[config.mk]
export PLATFORM = sky130hd
export DESIGN_NAME = binomial_coefficient_pascal_core
export DESIGN_NICKNAME = d
export VERILOG_FILES = /design/src/binom_pkg.sv /design/src/binomial_coefficient_pascal_core.sv
export SDC_FILE = /design/constraint.sdc
export NUM_CORES = 2
export LEC_CHECK = 0
export ABC_AREA = 1
export BUFFER_PORTS_ARGS = -buffer_cell sky130_fd_sc_hd__buf_4
export CAP_MARGIN = 30
export CORE_UTILIZATION = 50
export DETAILED_ROUTE_END_ITERATION = 8
export PLACE_DENSITY = 0.68
export SYNTH_ARGS = -nofsm -noshare
export SYNTH_HDL_FRONTEND = slang
export SYNTH_SLANG_ARGS = --single-unit
[constraint.sdc]
create_clock -name clk_i -period 5.5 [get_ports clk_i]
set_input_delay 0.275 -clock clk_i [delete_from_list [all_inputs] [get_ports clk_i]]
set_output_delay 0.275 -clock clk_i [all_outputs]
set_load 0.02 [all_outputs]
[src/binom_pkg.sv]
// ----------------------------------------------------------------------------
// Binomial coefficient package
// Shared state encoding and the starting row of Pascal's triangle.
// ----------------------------------------------------------------------------
`default_nettype none

package binom_pkg;

  localparam int unsigned CoefW = 64;
  localparam int unsigned ArgW  = 6;

  // Row 4 of Pascal's triangle is the first row that is built into the store.
  localparam logic [ArgW-1:0]  FirstRow = 6'd4;
  localparam logic [CoefW-1:0] StartC42 = 64'd6;
  localparam logic [CoefW-1:0] StartC43 = 64'd4;
  localparam logic [CoefW-1:0] StartC44 = 64'd1;

  typedef enum logic [2:0] {
    StIdle,
    StLoad,
    StSweep,
    StDrain,
    StFetch,
    StCapture,
    StOut
  } state_e;

  // Starting entry C(4, idx+2); entries past the end of row 4 are zero.
  function automatic logic [CoefW-1:0] start_entry(input logic [ArgW-1:0] idx);
    logic [CoefW-1:0] val;
    case (idx)
      6'd0:    val = StartC42;
      6'd1:    val = StartC43;
      6'd2:    val = StartC44;
      default: val = '0;
    endcase
    return val;
  endfunction

endpackage

`default_nettype wire

[src/binomial_coefficient_pascal_core.sv]
// ----------------------------------------------------------------------------
// Binomial coefficient core
// Exact 64-bit C(n,k) built row by row in a Pascal row store.
// ----------------------------------------------------------------------------
// Usage: the slave channel takes one request word with n in tdata[5:0] and k
// in tdata[11:6]. The master channel returns one word per request with the
// coefficient in tdata[63:0] and the bad-request flag in tuser.
// The core handles one request at a time; s_axis_tready_o is high only while
// it is idle. Trivial requests (k > n, n > MAX_N, n < 2, k = 0 or 1 after
// folding k to min(k, n-k)) go straight to the output stage. Other requests
// load k-1 entries, then sweep rows 4 .. n-1 through one shared 64-bit adder
// and one RAM read port, and read the answer from the last entry. The RAM is
// read each cycle of a sweep, which sets the rate, and each entry read is
// written back in place. A finished result sits in the output register until
// the receiver takes it; while the receiver stalls, the core can still take
// and compute one more request, then holds that result and accepts nothing.
// Reset returns the sequencer to idle and empties the output register. The
// row RAM needs no clearing: every entry read is first loaded by the request.
// ----------------------------------------------------------------------------
`default_nettype none

module binomial_coefficient_pascal_core
  import binom_pkg::*;
#(
  parameter int unsigned MAX_N = 63
) (
  input  wire logic        clk_i,
  input  wire logic        rst_ni,
  // Fields from bit 0 up: n_total [5:0], k_chosen [11:6], zero pad [15:12].
  input  wire logic [15:0] s_axis_tdata_i,
  input  wire logic        s_axis_tvalid_i,
  output logic             s_axis_tready_o,
  // Fields from bit 0 up: coefficient [63:0].
  output logic [63:0]      m_axis_tdata_o,
  // Fields from bit 0 up: bad_request [0].
  output logic             m_axis_tuser_o,
  output logic             m_axis_tvalid_o,
  input  wire logic        m_axis_tready_i
);

  // The row store holds C(r, j+2) for j = 0 .. k-2.
  localparam int unsigned RowCap = MAX_N / 2;
  localparam int unsigned IdxW   = $clog2(RowCap);

  state_e state_q, state_d;

  logic [ArgW-1:0]  n_q, n_d;
  logic [ArgW-1:0]  r_q, r_d;
  logic [IdxW-1:0]  last_q, last_d;
  logic [IdxW-1:0]  j_q, j_d;
  logic [IdxW-1:0]  wj_q, wj_d;
  logic             rd_vld_q, rd_vld_d;
  logic [CoefW-1:0] prev_q, prev_d;
  logic [CoefW-1:0] res_q, res_d;
  logic             bad_q, bad_d;
  logic             out_vld_q, out_vld_d;
  logic [CoefW-1:0] out_data_q, out_data_d;
  logic             out_bad_q, out_bad_d;

  // Row RAM, one write and one registered read port.
  logic [CoefW-1:0] row_mem [RowCap];
  logic [CoefW-1:0] rdata_q;
  logic             mem_we, mem_re;
  logic [IdxW-1:0]  mem_wa, mem_ra;
  logic [CoefW-1:0] mem_wd;

  // Request decode.
  logic [ArgW-1:0]  req_n, req_k, req_nk, req_kf;
  logic             req_bad;

  // Shared adder.
  logic [CoefW-1:0] add_b, add_sum;

  logic             in_fire;
  logic             out_free;

  assign req_n   = s_axis_tdata_i[5:0];
  assign req_k   = s_axis_tdata_i[11:6];
  assign req_nk  = req_n - req_k;
  assign req_kf  = (req_nk < req_k) ? req_nk : req_k;
  assign req_bad = (req_k > req_n) || ({1'b0, req_n} > 7'(MAX_N));

  assign in_fire  = s_axis_tvalid_i && s_axis_tready_o;
  assign out_free = !out_vld_q || m_axis_tready_i;

  // Entry 0 takes the row number r, since C(r,1) = r; the others take the
  // old value of their left neighbor, kept from the previous read.
  assign add_b   = (wj_q == '0) ? {{(CoefW-ArgW){1'b0}}, r_q} : prev_q;
  assign add_sum = rdata_q + add_b;

  assign s_axis_tready_o = (state_q == StIdle);
  assign m_axis_tvalid_o = out_vld_q;
  assign m_axis_tdata_o  = out_data_q;
  assign m_axis_tuser_o  = out_bad_q;

  // Next state.
  always_comb begin
    state_d = state_q;
    unique case (state_q)
      StIdle: begin
        if (in_fire) begin
          if (req_bad || req_n < 6'd2 || req_kf < 6'd2) begin
            state_d = StOut;
          end else begin
            state_d = StLoad;
          end
        end
      end
      StLoad: begin
        if (j_q == last_q) begin
          state_d = (n_q == FirstRow) ? StFetch : StSweep;
        end
      end
      StSweep: begin
        if (j_q == last_q) begin
          state_d = StDrain;
        end
      end
      StDrain: begin
        state_d = ((r_q + 6'd1) == n_q) ? StFetch : StSweep;
      end
      StFetch:   state_d = StCapture;
      StCapture: state_d = StOut;
      StOut: begin
        if (out_free) begin
          state_d = StIdle;
        end
      end
      default:   state_d = StIdle;
    endcase
  end

  // Datapath and RAM control.
  always_comb begin
    n_d        = n_q;
    r_d        = r_q;
    last_d     = last_q;
    j_d        = j_q;
    wj_d       = j_q;
    rd_vld_d   = 1'b0;
    prev_d     = prev_q;
    res_d      = res_q;
    bad_d      = bad_q;
    out_vld_d  = out_vld_q && !m_axis_tready_i;
    out_data_d = out_data_q;
    out_bad_d  = out_bad_q;
    mem_re     = 1'b0;
    mem_ra     = j_q;
    mem_we     = 1'b0;
    mem_wa     = wj_q;
    mem_wd     = add_sum;

    // A read issued last cycle comes back now and is written in place.
    if (rd_vld_q) begin
      mem_we = 1'b1;
      prev_d = rdata_q;
    end

    unique case (state_q)
      StIdle: begin
        if (in_fire) begin
          n_d    = req_n;
          r_d    = FirstRow;
          j_d    = '0;
          last_d = IdxW'(req_kf - 6'd2);
          bad_d  = req_bad;
          if (req_bad) begin
            res_d = '0;
          end else if (req_n < 6'd2 || req_kf == 6'd0) begin
            res_d = 64'd1;
          end else begin
            res_d = {{(CoefW-ArgW){1'b0}}, req_n};
          end
        end
      end
      StLoad: begin
        mem_we = 1'b1;
        mem_wa = j_q;
        mem_wd = start_entry(ArgW'(j_q));
        j_d    = (j_q == last_q) ? '0 : j_q + 1'b1;
      end
      StSweep: begin
        mem_re   = 1'b1;
        rd_vld_d = 1'b1;
        j_d      = (j_q == last_q) ? '0 : j_q + 1'b1;
      end
      StDrain: begin
        r_d = r_q + 6'd1;
      end
      StFetch: begin
        mem_re = 1'b1;
        mem_ra = last_q;
      end
      StCapture: begin
        res_d = rdata_q;
        bad_d = 1'b0;
      end
      StOut: begin
        if (out_free) begin
          out_vld_d  = 1'b1;
          out_data_d = res_q;
          out_bad_d  = bad_q;
        end
      end
      default: begin
      end
    endcase
  end

  always_ff @(posedge clk_i or negedge rst_ni) begin
    if (!rst_ni) begin
      state_q   <= StIdle;
      rd_vld_q  <= 1'b0;
      out_vld_q <= 1'b0;
    end else begin
      state_q   <= state_d;
      rd_vld_q  <= rd_vld_d;
      out_vld_q <= out_vld_d;
    end
  end

  always_ff @(posedge clk_i) begin
    n_q        <= n_d;
    r_q        <= r_d;
    last_q     <= last_d;
    j_q        <= j_d;
    wj_q       <= wj_d;
    prev_q     <= prev_d;
    res_q      <= res_d;
    bad_q      <= bad_d;
    out_data_q <= out_data_d;
    out_bad_q  <= out_bad_d;
  end

  always_ff @(posedge clk_i) begin
    if (mem_we) begin
      row_mem[mem_wa] <= mem_wd;
    end
    if (mem_re) begin
      rdata_q <= row_mem[mem_ra];
    end
  end

endmodule

`default_nettype wire

## After elaboration in Yosys (flattened, before gate mapping)

Memories as Yosys holds them, arrays and structs flattened. A register that Yosys moved wholly into a read port is not among the register bits.
Index checks and enable logic that the tools add are counted.

| word-level totals | value |
|---|---|
| bits in registers | 226 |
| bits in writable memories | 1984 |
| bits of input ports | 20 |
| word-level logic and storage cells | 94 |
| memories | 1 |

| cells by class | value |
|---|---|
| add/subtract/negate cells | 5 |
| magnitude comparators | 4 |
| equal/unequal tests | 15 |
| mux-type cells | 33 |
| reductions and logical operators | 23 |

Memories:

| memory | words | bits a word | rd ports | clocked after memory_dff | wr ports | RTL line | source |
|---|---|---|---|---|---|---|---|
| row_mem | 31 | 64 | 1 | 1 | 1 | binomial_coefficient_pascal_core.sv:61 | `logic [CoefW-1:0] row_mem [RowCap];` |

Operators with widths:

| kind | number |
|---|---|
| $mux 64 | 3 |
| $pmux 64 s2 | 1 |
| $add 64x64->64 | 1 |
| $mux 6 | 4 |
| $mux 3 | 7 |
| $pmux 3 s7 | 1 |
| $mux 5 | 4 |
| $lt 6x2->1 const B | 2 |
| $pmux 6 s2 | 1 |
| $logic_not 5->1 | 2 |
| $pmux 5 s2 | 1 |
| $reduce_and 2->1 | 5 |
| $eq 3x3->1 const B | 3 |
| $mux 1 | 9 |
| $pmux 3 s3 | 1 |
| $add 6x1->6 const B | 1 |
| $eq 3x2->1 const B | 2 |
| $eq 6x3->1 const B | 1 |
| $eq 6x6->1 | 1 |
| $gt 6x6->1 | 1 |
| $logic_not 6->1 | 1 |
| $lt 6x6->1 | 1 |
| $ne 2x2->1 const B | 3 |
| $reduce_bool 2->1 | 3 |
| other kinds (15) | 21 |

## Logic depth before layout (Yosys ltp)

| depth | value |
|---|---|
| depth after elaboration | 9 |
| gate-level depth with buffers | 24 |
| gate-level depth less buffers | 24 |

## Least setup slack after synthesis

No wires, ideal clock.

| path | value |
|---|---|
| path kind | register to register |
| start | register rd_vld_q |
| end | memory row_mem[0][0] (enable) |
| setup time | 0.487 ns |
| arrival | 4.885 ns |
| data required time | 5.013 ns |
| setup slack | 0.129 ns |
| stages on the path, launching flop included | 4 |
| buffers on the path | 0 |
| clock period less this slack | 5.371 ns |
| path through | dfrtp_1 > or2_2 > nand3_1 > nor2_1 |

| on the way | value |
|---|---|
| longest elaborated chain between the ends | 4 |

RTL lines:

| what | RTL line | source |
|---|---|---|
| start: declaration | binomial_coefficient_pascal_core.sv:52 | `logic rd_vld_q, rd_vld_d;` |
| start signal: assignment | binomial_coefficient_pascal_core.sv:217 | `rd_vld_q <= rd_vld_d;` |
| $mux 1 | binomial_coefficient_pascal_core.sv:154 | `if (rd_vld_q) begin` |
| $mux 1 | binomial_coefficient_pascal_core.sv:159 | `unique case (state_q)` |
| $mux 1 | binomial_coefficient_pascal_core.sv:236 | `if (mem_we) begin` |
| $mux 1 (not written as such) | binomial_coefficient_pascal_core.sv:237 | `row_mem[mem_wa] <= mem_wd;` |
| end: declaration | binomial_coefficient_pascal_core.sv:61 |  |

No other way between the ends.

## Worst setup path after layout

| path | value |
|---|---|
| start | register wj_q[4] |
| end | memory row_mem[14][62], data pin |

| on the way | value |
|---|---|
| longest elaborated chain between the ends | 4 |

RTL lines:

| what | RTL line | source |
|---|---|---|
| start: declaration | binomial_coefficient_pascal_core.sv:51 | `logic [IdxW-1:0] wj_q, wj_d;` |
| start signal: assignment | binomial_coefficient_pascal_core.sv:227 | `wj_q <= wj_d;` |
| $logic_not 5->1 | binomial_coefficient_pascal_core.sv:88 | `assign add_b = (wj_q == '0) ? {{(CoefW-ArgW){1'b0}}, r_q} : prev_q;` |
| $mux 64 | binomial_coefficient_pascal_core.sv:88 |  |
| $add 64x64->64 | binomial_coefficient_pascal_core.sv:89 | `assign add_sum = rdata_q + add_b;` |
| $mux 64 | binomial_coefficient_pascal_core.sv:159 |  |
| named net mem_wd[62] | binomial_coefficient_pascal_core.sv:65 | `logic [CoefW-1:0] mem_wd;` |

The timed path passes the listed nets, and every way through them passes these cells.

==> summary.md <==
| Metric | Value |
|---|---|
| Critical-path cell with the highest stage delay | nor2_1 |
| Critical path peak fanout | 41 |
| Clk Latency, worst-skew pair | 0.89 ns |
| Reg clk slew, reported paths | 0.06 ns |
| Initial Util | 50.44% |
| Clock Skew | 0.06153 ns |
| CTS max path bufs | 3 |
| Nets | 8,394 |
| Final-report max-slew violation count | 0 |
| Num rows | 159 |
| Root Driver | clkbuf_16 |
| Worst setup EP type | flip-flop |
| Crit path max-delay family | simple AND/OR/NAND/NOR gates |
| First-pass GRT wire length | 405,600 um |
| Synth Flop Type | edfxtp_1 |
| Die width | 437.5 um |
| Crit path top cell by count | nand2_1 |
| I/O pins | 87 |
| # setup viols final | 0 |
| Critical Path RT | 6.17 ns |
| Hold Path Class | primary input to flip-flop |
| Register area share after synthesis | 71.93% |
| CTS tree | done |
| Asr flop ratio synth | 0.2199% |
| CP arrival | 5.24 ns |
| Unrepaired setup endpoints after global routing | false |
| Area Growth Syn to Fin | 13.02% |
| Synth Net Count | 8,255 |
| Post-CTS sizing | 0 |
| Final Hold Fails | 0 |
| Failing checks | design-rule violations |
| Worst Max-Slew Pin Slew | 1.118 ns |
| DRC | 39 |
| Mapped Cells | 8,152 |
| Fin crit share | 83.11% |
| Area contributors post-synth | edfxtp_1 (72%), nand2_1 (9.2%), nand3_1 (8.8%) |
| Die area | 0.1914 sq mm |
| Critical path class | flip-flop to flip-flop |
| FILL cells | 15.10k |
| All-Layer GR Usage | 28.89% |
| Post-synth EDFFs | 2,264 |
| DP HPWL | 156,700 um |
| Final wirelength | 280,100 um |
| Share of cells above drive strength 1 | 8.998% |
| Yosys top cell by area | edfxtp_1 |
| Final ANT Viol Nets | 0 |
| Commonest cells in the netlist | nand2_1 (2,333), edfxtp_1 (2,264), nand3_1 (1,671), inv_1 (374), nor2_1 (345) |
| Max cap viols | 0 |
| Synth top area share | 71.69% |
| Clock buffer count from CTS | 219 |
| Input/output buffers | 82 |
| Syn Area/Cell | 11.63 sq um |
| Vias in the first global route | 61.38k |
| Largest net degree at the start of global routing | 148 |
| H-tree levels | 4 |
| Core area | 0.1880 sq mm |
| Cell-by-cell trace of the critical path | nor3_1 > nand3_4 > buf_4 > o21ai_0 > ha_1 > nor2_1 > nand2_1 > o21ai_0 > o21ai_0 > nand2_1 > nand2_1 > nand2_1 > nand2_1 > nand3_1 > nand3_1 > nand2_1 > nor2_1 > buf_4 |
| TNS Setup | 0 ns |
| Antenna violations before repair | 8 |
| DR pass1 iterations | 8 |
| #FFs+latches synth | 2,274 |
| Grt ovf | 0 |
| Routability congestion estimate | 0.9563 |
| DRT iter0 DRCs | 8,433 |
| Die Ht | 437.5 um |
| Buf/Inv on CP | 2 |
| Count of clock tree sinks | 2,274 |
| Post-synth cell types | 39 |
| Startpoint Class | flip-flop |
| Netlist Area Pre-Place | 0.09483 sq mm |
| Relative slew slack | 25.32% |
| Ys Warns | 0 |
| Vias post-DR | 65.15k |
| Status | finished with violations |
| Vias/cell | 5.942 |
| CP peak stage delay | 0.54 ns |
| FMAX | 0.2188 GHz |
| Tmin final | 4.571 ns |
| Dominant cell by count in the synthesized netlist | nand2_1 |
| WL/cell | 25.55 um |
-- registers in the layout, indices dropped and copies added (netlist names) --
| signal | cells |
|---|---|
| bad_q | 1 |
| j_q | 5 |
| last_q | 5 |
| m_axis_tdata_o | 64 |
| m_axis_tuser_o | 1 |
| m_axis_tvalid_o | 1 |
| n_q | 6 |
| prev_q | 64 |
| r_q | 6 |
| rd_vld_q | 1 |
| rdata_q | 64 |
| res_q | 64 |
| row_mem | 1984 |
| state_q | 3 |
| wj_q | 5 |
-- repair_timing --
item / 4_1_cts / 5_1_grt
endpoints found under the hold margin: 38 / 0
setup buffers: 0 / 0
hold buffers: 15 / 0
-- worst register-to-register path, stage by stage, from the launching register on --
cell and delay (ns):
dfxtp_1 0.31, nor3_1 0.32, nand3_4 0.15, buf_4 0.35
o21ai_0 0.29, ha_1 0.24, nor2_1 0.06, nand2_1 0.06
o21ai_0 0.12, o21ai_0 0.53, nand2_1 0.11, nand2_1 0.21
nand2_1 0.08, nand2_1 0.26, nand3_1 0.15, nand3_1 0.09
nand2_1 0.05, nor2_1 0.54, buf_4 0.42
-- cell families after synthesis --
family          Yosys count  share of synthesized area, %
fa+ha+maj                83                         1.111
simple gates           4423                         19.90
compound gates          532                         3.260
mux                       2                       0.02375
flops                  2274                         71.93
xor+xnor                 17                        0.1570
buf+inv                 821                         3.617
-- path summary, 6_finish.rpt --
path	startpoint	to	slack [ns]	cells after the start
setup / recovery	wj_q[4]$_DFF_P_	row_mem[14][62]$_DFFE_PP_	0.93	18
hold / removal	s_axis_tdata_i[10]	last_q[4]$_DFFE_PP_	0.07	5
setup reg to reg	wj_q[4]$_DFF_P_	row_mem[14][62]$_DFFE_PP_	0.93	18
hold reg to reg	res_q[62]$_SDFFCE_PN0P_	m_axis_tdata_o[62]$_DFFE_PP_	0.42	0
max in group asynchronous	rst_ni	rd_vld_q$_DFF_PN0_	4.97	3
min in group asynchronous	rst_ni	rd_vld_q$_DFF_PN0_	0.32	3
-- stage by stage --
step           setup WS (ns)  cells  hold WS [ns]  util [%]  cell area [sq um]
6_report              0.9289  10970       0.06709     57.01             107200
5_1_grt               0.5222  10960       0.09923     57.01             107200
4_1_cts               0.9864  10960      0.005266     56.97             107100
3_5_place_dp           1.033  10550       0.08315     53.22             100100
3_3_place_gp           1.015  10530       0.08424     53.07              99770
2_1_floorplan         0.1288   8152      -0.02059         -              94830
-- layout make-up --
class,instances,area (sq um),area share [%]
multi-input combinational,5057,23650,22.06
antenna,1,2.502,0.002335
clock inverter,128,1176,1.097
tap,2495,3122,2.913
timing repair buffer,362,3859,3.600
inverter,377,1438,1.341
sequential,2274,68210,63.65
clock buffer,271,5717,5.334
-- metal layers --
metal	wire length (um)	GRT usage, %	vias to the layer above	part of all wire (%)
li1	-	-	29010	-
met1	112400	41.21	31900	40
met2	128500	44.88	3716	46
met3	30430	5.242	518	11
met4	8808	9.638	0	3.1
met5	0	0	-	0
-- placed cells by master (no fill, tap or decap), types with 73 or more instances in the layout --
master,count
o211ai_1,121
ha_1,81
buf_4,262
clkbuf_16,220
a21oi_1,147
buf_12,73
nand3_1,1670
inv_1,372
edfxtp_1,2264
o21ai_0,183
nand2_1,2329
nor2_1,304
Power is not shown: default switching activity piles up to over one toggle a cycle in this logic, so the estimate is an artifact.
